==> config.mk <==
export PLATFORM = sky130hd
export DESIGN_NAME = pmo_ctrl
export DESIGN_NICKNAME = d
export VERILOG_FILES = /design/src/hdl/pmo_pkg.sv /design/src/hdl/pmo_ctrl.sv
export SDC_FILE = /design/constraint.sdc
export NUM_CORES = 1
export LEC_CHECK = 0
export ABC_AREA = 1
export BUFFER_PORTS_ARGS = -buffer_cell sky130_fd_sc_hd__clkbuf_2
export CAP_MARGIN = 30
export CORE_AREA = 3 3 40 42
export CTS_BUF_LIST = sky130_fd_sc_hd__clkbuf_2 sky130_fd_sc_hd__clkbuf_4 sky130_fd_sc_hd__clkbuf_8
export CTS_CLUSTER_DIAMETER = 50
export CTS_CLUSTER_SIZE = 20
export DETAILED_ROUTE_END_ITERATION = 6
export DIE_AREA = 0 0 43 45
export GPL_ROUTABILITY_DRIVEN = 1
export GPL_TIMING_DRIVEN = 0
export RECOVER_POWER = 100
export SYNTH_ARGS = -nofsm -noshare
export SYNTH_HDL_FRONTEND = slang
export SYNTH_SLANG_ARGS = --single-unit
==> constraint.sdc <==
create_clock -name i_clk -period 1.05 [get_ports i_clk]
set_clock_uncertainty 0.1 [all_clocks]
set_input_delay 0 -clock i_clk [delete_from_list [all_inputs] [get_ports i_clk]]
set_output_delay 0 -clock i_clk [all_outputs]
set_load 0.005 [all_outputs]
==> src/hdl/pmo_pkg.sv <==
// ----------------------------------------------------------------------------
// pmo_pkg
// Types, constants and command/status structs for the Prewitt gradient unit.
// ----------------------------------------------------------------------------
package pmo_pkg;

    localparam int MAX_WIDTH_DEF = 1024;
    localparam int CFG_IDX_W     = 1;
    localparam int CFG_DATA_W    = 12;

    localparam logic [CFG_IDX_W-1:0] REG_WIDTH  = 1'b0;
    localparam logic [CFG_IDX_W-1:0] REG_HEIGHT = 1'b1;

    localparam logic [10:0] WIDTH_RESET  = 11'd640;
    localparam logic [11:0] HEIGHT_RESET = 12'd480;

    typedef struct packed {
        logic [7:0] pixel;
        logic       frame_start;
    } t_in_beat;

    typedef struct packed {
        logic [7:0] magnitude;
        logic [7:0] angle_degrees;
        logic       frame_end;
    } t_out_beat;

    typedef enum logic [2:0] {
        ST_IDLE,
        ST_READ,
        ST_WIN,
        ST_CALC,
        ST_OUT
    } t_state;

    // Controller -> datapath commands.
    typedef struct packed {
        logic load_in;   // capture input beat, update position
        logic mem_rd;    // line store read / write
        logic win_upd;   // shift window, form sums
        logic calc_init; // start iterative units
        logic calc_step; // one iteration
        logic out_load;  // move result into output register
    } t_cmd;

    // Datapath -> controller status.
    typedef struct packed {
        logic interior;  // current pixel yields a result
        logic calc_done;
    } t_sts;

    // atan(2^-i) in degrees, Q16.
    function automatic logic [21:0] atan_q16(input logic [3:0] i);
        logic [21:0] v;
        begin
            unique case (i)
                4'd0:  v = 22'd2949120;
                4'd1:  v = 22'd1740967;
                4'd2:  v = 22'd919879;
                4'd3:  v = 22'd466945;
                4'd4:  v = 22'd234379;
                4'd5:  v = 22'd117304;
                4'd6:  v = 22'd58666;
                4'd7:  v = 22'd29335;
                4'd8:  v = 22'd14668;
                4'd9:  v = 22'd7334;
                4'd10: v = 22'd3667;
                4'd11: v = 22'd1833;
                4'd12: v = 22'd917;
                4'd13: v = 22'd458;
                4'd14: v = 22'd229;
                default: v = 22'd115;
            endcase
            return v;
        end
    endfunction

endpackage

==> src/hdl/pmo_ctrl.sv <==
// ----------------------------------------------------------------------------
// pmo_ctrl
// Sequencer: accept, line store access, window, iterate, present result.
// ----------------------------------------------------------------------------
module pmo_ctrl
    import pmo_pkg::*;
(
    input  logic   i_clk,
    input  logic   i_rst_n,
    input  logic   i_in_valid,
    output logic   o_in_stall,
    input  logic   i_out_free,
    input  t_sts   i_sts,
    output t_cmd   o_cmd
);

    t_state r_state, n_state;

    always_ff @(posedge i_clk) begin
        if (!i_rst_n) begin
            r_state <= ST_IDLE;
        end else begin
            r_state <= n_state;
        end
    end

    always_comb begin
        n_state = r_state;
        unique case (r_state)
            ST_IDLE: if (i_in_valid) n_state = ST_READ;
            ST_READ: n_state = ST_WIN;
            ST_WIN:  n_state = i_sts.interior ? ST_CALC : ST_IDLE;
            ST_CALC: if (i_sts.calc_done) n_state = ST_OUT;
            ST_OUT:  if (i_out_free) n_state = ST_IDLE;
            default: n_state = ST_IDLE;
        endcase
    end

    always_comb begin
        o_cmd      = '0;
        o_in_stall = 1'b1;
        unique case (r_state)
            ST_IDLE: begin
                o_in_stall    = 1'b0;
                o_cmd.load_in = i_in_valid;
            end
            ST_READ: o_cmd.mem_rd = 1'b1;
            ST_WIN: begin
                o_cmd.win_upd   = 1'b1;
                o_cmd.calc_init = i_sts.interior;
            end
            ST_CALC: o_cmd.calc_step = 1'b1;
            ST_OUT:  o_cmd.out_load  = i_out_free;
            default: ;
        endcase
    end

endmodule

==> impl_metrics.env, run 1 <==
export IMPL_ant_nets=0
export IMPL_num_rows=13
export IMPL_synth_top_area_share_pct=27.4
export IMPL_fmax_mhz=892
export IMPL_top_regs="r_state x3"
export IMPL_drt_drc_violations_left=0
export IMPL_clock_path_buffers=2
export IMPL_portBuffers=12
export IMPL_final_cell_mix="clkbuf_2 (9), nor2_1 (6), inv_1 (5)"
export IMPL_synth_top_cell_by_area="dfxtp_1"
export IMPL_syn_to_final_growth_pct=101
export IMPL_drv_cap=0
export IMPL_antenna_found_initial=0
export IMPL_power_mw=1.20
export IMPL_cts_tree="yes"
export IMPL_p_per_area_nw_per_um2=2740
export IMPL_finalSetupViolCount=7
export IMPL_setup_ws_ns=-0.0716
export IMPL_cts_root_buffer_cell="clkbuf_4"
export IMPL_drt_first_pass_iters=6
export IMPL_p_leak_nw=0.240
export IMPL_place_inst=63
export IMPL_ir_worst_vdd_uv=626
export IMPL_yosysWarnings=0
export IMPL_worstSetupPathType="reg -> out"
export IMPL_rsz0062_at_grt="true"
export IMPL_ys_seq_area_share_pct=27.4
export IMPL_nNetsFinal=65
export IMPL_core_area_um2=1280
export IMPL_clk_pin_slew_worst_paths_ns=0.04
export IMPL_antenna_cells=0
export IMPL_p_sw_share_pct=41.7
export IMPL_wire_per_inst_um=9.32
export IMPL_finish_utilization_pct=34.2
export IMPL_synth_cell_types=12
export IMPL_die_h_um=45
export IMPL_outcome="finished with violations"
export IMPL_critPathRequiredTime_ns=0.95
export IMPL_endpoint_kind="primary output"
export IMPL_pwr_share_clk_pct=19.4
export IMPL_pin_count=13
export IMPL_fp_dieW_um=43
export IMPL_grt_max_degree=7
export IMPL_viasPerCell=4.19
export IMPL_fin_crit_ns=1.12
export IMPL_synth_area_leaders="dfxtp_1 (27%), inv_1 (14%), nor2_1 (14%), nand3_2 (9.1%), nand2_1 (8.6%)"
export IMPL_worstPathMaxFanout=6
export IMPL_vias=306
export IMPL_relSlewSlack_pct=87.8
export IMPL_hpwl_um=427
export IMPL_arrival_ns=1.02
export IMPL_synth_fp_nets=42
export IMPL_gr_total_overflow=0
export IMPL_worst_pin_slew_ns=0.182
export IMPL_cts_sinks=3
export IMPL_initial_utilization_pct=17.0
export IMPL_p_comb_share_pct=54.9
export IMPL_power_net_switching_mw=0.502
export IMPL_worst_hold_path_type="in -> reg"
export IMPL_finalInstanceArea_um2=439
export IMPL_grt_pass1_vias=263
export IMPL_final_common_cell="clkbuf_2"
export IMPL_placed_cell_area_um2=299
export IMPL_slew_viol_final=0
export IMPL_p_int_mw=0.701
export IMPL_globalplace_congestion=0.698
export IMPL_grtUsageTotal_pct=6.82
export IMPL_drt_iter0_drc=1
export IMPL_ys_ff_latch=3
export IMPL_top_register="r_state"
export IMPL_fin_cells=73
export IMPL_holdWs_ns=-0.00329
export IMPL_cts_max_level=1
export IMPL_grt_pass1_wl_um=903
export IMPL_finalWirelength_um=680
export IMPL_startpoint_type="register"
export IMPL_drive_gt1_share_pct=65.5
export IMPL_hold_viol=1
export IMPL_syn_area_um2=219
export IMPL_die_area_um2=1940
export IMPL_syn_inst=36
export IMPL_violations="negative hold slack, negative setup slack"
export IMPL_numCtsBuffers=3
export IMPL_avgSynthCellArea_um2=6.08
export IMPL_seq_power_share_pct=25.7
export IMPL_largest_reg_flops=3
export IMPL_final_period_utilization_pct=107
export IMPL_insertion_delay_ns=0.24
[synth_stat cells (all sizes together)]
| cell | count |
|---|---|
| nor3 | 1 |
| o21ai | 2 |
| nor2 | 9 |
| nand2 | 7 |
| inv | 8 |
| dfxtp | 3 |
| nor4 | 1 |
| nand3 | 5 |
[layout make-up]
class / instances / area (um2)
multi-input cells: 25 / 170
inverters: 8 / 37.5
repair buffers: 18 / 111
clock buffers: 4 / 30.0
fillers: 139 / 846
well taps: 15 / 18.8
flip-flops and latches: 3 / 71.3
[metrics by stage]
step	setup TNS, ns	setup WS, ns
2_1_floorplan	-0.00180	-0.00180
3_3_place_gp	-0.103	-0.0644
3_5_place_dp	-0.127	-0.0786
4_1_cts	-0.302	-0.0728
5_1_grt	-0.766	-0.128
6_report	-0.288	-0.0716
[worst max-delay path, stage by stage, from the launching register on]
cell and delay (ns):
dfxtp_4 0.39, inv_4 0.05, nor2_4 0.09, nand3_2 0.09, inv_2 0.05, clkbuf_2 0.10
[routing by layer]
metal	global-route usage [%]	wire, um	vias to the layer above	part of all wire, %
met2	11.1	355	12	52
met5	0	0	-	0
met1	5.53	234	132	34
li1	-	-	157	-
met4	9.04	31	0	4.6
met3	2.79	58	5	8.5
[final timing paths]
kind	from	depth (start not counted)	to	slack, ns
worst min register to register	r_state[2]	3	r_state[2]	0.49
worst max register to register	r_state[1]	7	r_state[0]	-0.07
worst max-delay path	r_state[1]	5	o_cmd[2]	-0.07
worst min-delay path	i_sts[0]	5	r_state[2]	-0.003
[cells by family after synthesis]
logic type,count (synthesis),share of synthesized area (%)
flops,3,27.4
compound gates,2,4.57
simple gates,23,54.3
buf+inv,8,13.7
[repair_timing]
action | in CTS | in global routing
pin swaps | 6 | 7
buffers inserted | 3 | 2
endpoints found under the hold margin | 3 | 0
hold buffers | 1 | 0
resized for setup | 9 | 16
setup endpoints to repair | 10 | 10
[power groups by stage]
stage          logic [mW]  registers (mW)  clock network [mW]
2_1_floorplan       0.280           0.220                   0
3_3_place_gp        0.414           0.231                   0
3_5_place_dp        0.416           0.231                   0
4_1_cts             0.495           0.264               0.243
5_1_grt             0.738           0.324               0.249
6_report            0.660           0.309               0.234
Power figures use the tool's default switching activity.
==> inputs of run 2 (changes only) <==
- PLACE_DENSITY: default -> 0.38
==> run 2 against run 1 <==
Compared with the run above: the run ends with negative setup slack left; global-route usage grew 1.3 points; sequential power shrank 3%; worst setup slack lost 0.041 ns; non-clock buffer count grew 4; utilization grew 3.7 points; via count grew 2.0%; die area is the same; critical path depth grew 1; final cell count grew 5.5%; worst hold slack gained 0.027 ns; clock power shrank 2%; routed wire length grew 4.4%; critical path type is now reg -> reg; highest routed layer is now met3.
==> impl_metrics.env, run 2 (same netlist as run 1, synthesis figures left out) <==
export IMPL_power_net_switching_mw=0.539
export IMPL_pin_count=13
export IMPL_finalWirelength_um=710
export IMPL_worst_pin_slew_ns=0.179
export IMPL_grt_max_degree=7
export IMPL_final_common_cell="clkbuf_2"
export IMPL_ir_worst_vdd_uv=754
export IMPL_violations="negative setup slack"
export IMPL_initial_utilization_pct=17.0
export IMPL_antenna_cells=0
export IMPL_vias=312
export IMPL_rsz0062_at_grt="true"
export IMPL_top_register="r_state"
export IMPL_place_inst=63
export IMPL_nNetsFinal=69
export IMPL_globalplace_congestion=0.690
export IMPL_final_cell_mix="clkbuf_2 (9), nor2_1 (6), nand2_2 (6), inv_1 (6), buf_4 (6)"
export IMPL_worstSetupPathType="reg -> reg"
export IMPL_crit_start="r_state[0]"
export IMPL_multi_input_area_um2=180
export IMPL_regArea_um2=71.3
export IMPL_portBuffers=12
export IMPL_clk_pin_slew_worst_paths_ns=0.04
export IMPL_cts_sinks=3
export IMPL_fp_dieW_um=43
export IMPL_finalSetupViolCount=6
export IMPL_syn_to_final_growth_pct=122
export IMPL_viasPerCell=4.05
export IMPL_hold_viol=0
export IMPL_drt_first_pass_iters=2
export IMPL_setup_ws_ns=-0.112
export IMPL_wire_per_inst_um=9.22
export IMPL_p_per_area_nw_per_um2=2730
export IMPL_die_area_um2=1940
export IMPL_p_comb_share_pct=60.2
export IMPL_antenna_found_initial=0
export IMPL_relSlewSlack_pct=88.0
export IMPL_final_period_utilization_pct=111
export IMPL_largest_reg_flops=3
export IMPL_worstHoldStart="i_sts[0]"
export IMPL_rr_startpoint="r_state[0]"
export IMPL_gr_total_overflow=0
export IMPL_ant_nets=0
export IMPL_finalInstanceArea_um2=487
export IMPL_insertion_delay_ns=0.23
export IMPL_critPathRequiredTime_ns=1.08
export IMPL_hpwl_um=451
export IMPL_placed_cell_area_um2=299
export IMPL_fmax_mhz=860
export IMPL_cts_max_level=1
export IMPL_die_h_um=45
export IMPL_clock_path_buffers=2
export IMPL_top_regs="r_state x3"
export IMPL_p_int_mw=0.792
export IMPL_drt_drc_violations_left=0
export IMPL_cts_tree="yes"
export IMPL_startpoint_type="register"
export IMPL_num_rows=13
export IMPL_drt_iter0_drc=1
export IMPL_worstPathMaxFanout=6
export IMPL_grtUsageTotal_pct=8.08
export IMPL_slew_viol_final=0
export IMPL_p_leak_nw=0.267
export IMPL_seq_power_share_pct=22.6
export IMPL_outcome="finished with violations"
export IMPL_crit_path_end="r_state[2]"
export IMPL_nFillCells=140
export IMPL_pwr_share_clk_pct=17.2
export IMPL_fin_tns_setup_ns=-0.429
export IMPL_worst_hold_path_type="in -> reg"
export IMPL_arrival_ns=1.19
export IMPL_numCtsBuffers=3
export IMPL_drive_gt1_share_pct=71.0
export IMPL_grt_pass1_vias=288
export IMPL_cts_root_buffer_cell="clkbuf_4"
export IMPL_core_area_um2=1280
export IMPL_fin_cells=77
export IMPL_drv_cap=0
export IMPL_r2r_cells=6
export IMPL_endpoint_kind="register"
export IMPL_fin_crit_ns=1.16
export IMPL_r2r_setup_slack_ns=-0.11
export IMPL_grt_pass1_wl_um=1120
export IMPL_timing_rr_end="r_state[2]"
export IMPL_p_sw_share_pct=40.5
run 2: cell types whose count changed in the layout (fill, tap and decap cells not counted), sizes merged:
cell | previous run | this run
buf | 8 | 12
run 2: final cells by class:
| cell class | count | area share [%] |
|---|---|---|
| multi-input cells | 25 | 37.0 |
| clock buffers | 4 | 6.17 |
| repair buffers | 22 | 30.6 |
| inverters | 8 | 7.71 |
| well taps | 15 | 3.86 |
| flip-flops and latches | 3 | 14.7 |
run 2: stage by stage:
step / setup slack, ns / util [%] / power [mW] / hold slack, ns
floorplan: -0.00180 / - / 0.500 / -0.00732
global placement: -0.0857 / 23.3 / 0.660 / 0.145
detailed placement: -0.0735 / 23.3 / 0.655 / 0.141
CTS: -0.0988 / 32.7 / 1.13 / 0.00746
global route: -0.190 / 37.9 / 1.45 / 0.0540
finish: -0.112 / 37.9 / 1.33 / 0.0240
run 2: timing repair:
action                                 4_1_cts  5_1_grt
pin swaps                                    5        7
hold buffers                                 1        0
gates resized for setup                     16       13
setup buffers                                5        4
endpoints found under the hold margin        3        0
setup endpoints to repair                   10       10
run 2: how the worst min path moves through the flow:
stage / to / slack (ns) / cells after the start
6_report: r_state[2] / 0.02 / 5
5_1_grt: r_state[2] / 0.05 / 5
4_1_cts: r_state[2] / 0.007 / 5
3_5_place_dp: r_state[1] / 0.14 / 3
3_3_place_gp: r_state[1] / 0.15 / 3
2_1_floorplan: o_cmd[0] / -0.007 / 2
run 2: worst max-delay path, cell delays in order (launching register included):
cell and delay (ns):
dfxtp_4 0.36, nor2_4 0.16, buf_6 0.12, nand3_4 0.07, buf_4 0.14, nand3_1 0.07, nor2_1 0.04
run 2: power by group through the flow:
| stage | registers [mW] | clock network, mW | logic, mW |
|---|---|---|---|
| 2_1_floorplan | 0.220 | 0 | 0.280 |
| 3_3_place_gp | 0.241 | 0 | 0.419 |
| 3_5_place_dp | 0.236 | 0 | 0.419 |
| 4_1_cts | 0.301 | 0.241 | 0.583 |
| 5_1_grt | 0.315 | 0.241 | 0.898 |
| 6_report | 0.301 | 0.230 | 0.801 |
run 2: routing by layer:
layer | share of wire, % | GRT usage [%]
met1 | 32 | 8.19
met2 | 57 | 13.8
met3 | 10 | 3.19
met4 | 0 | 5.42
met5 | 0 | 0
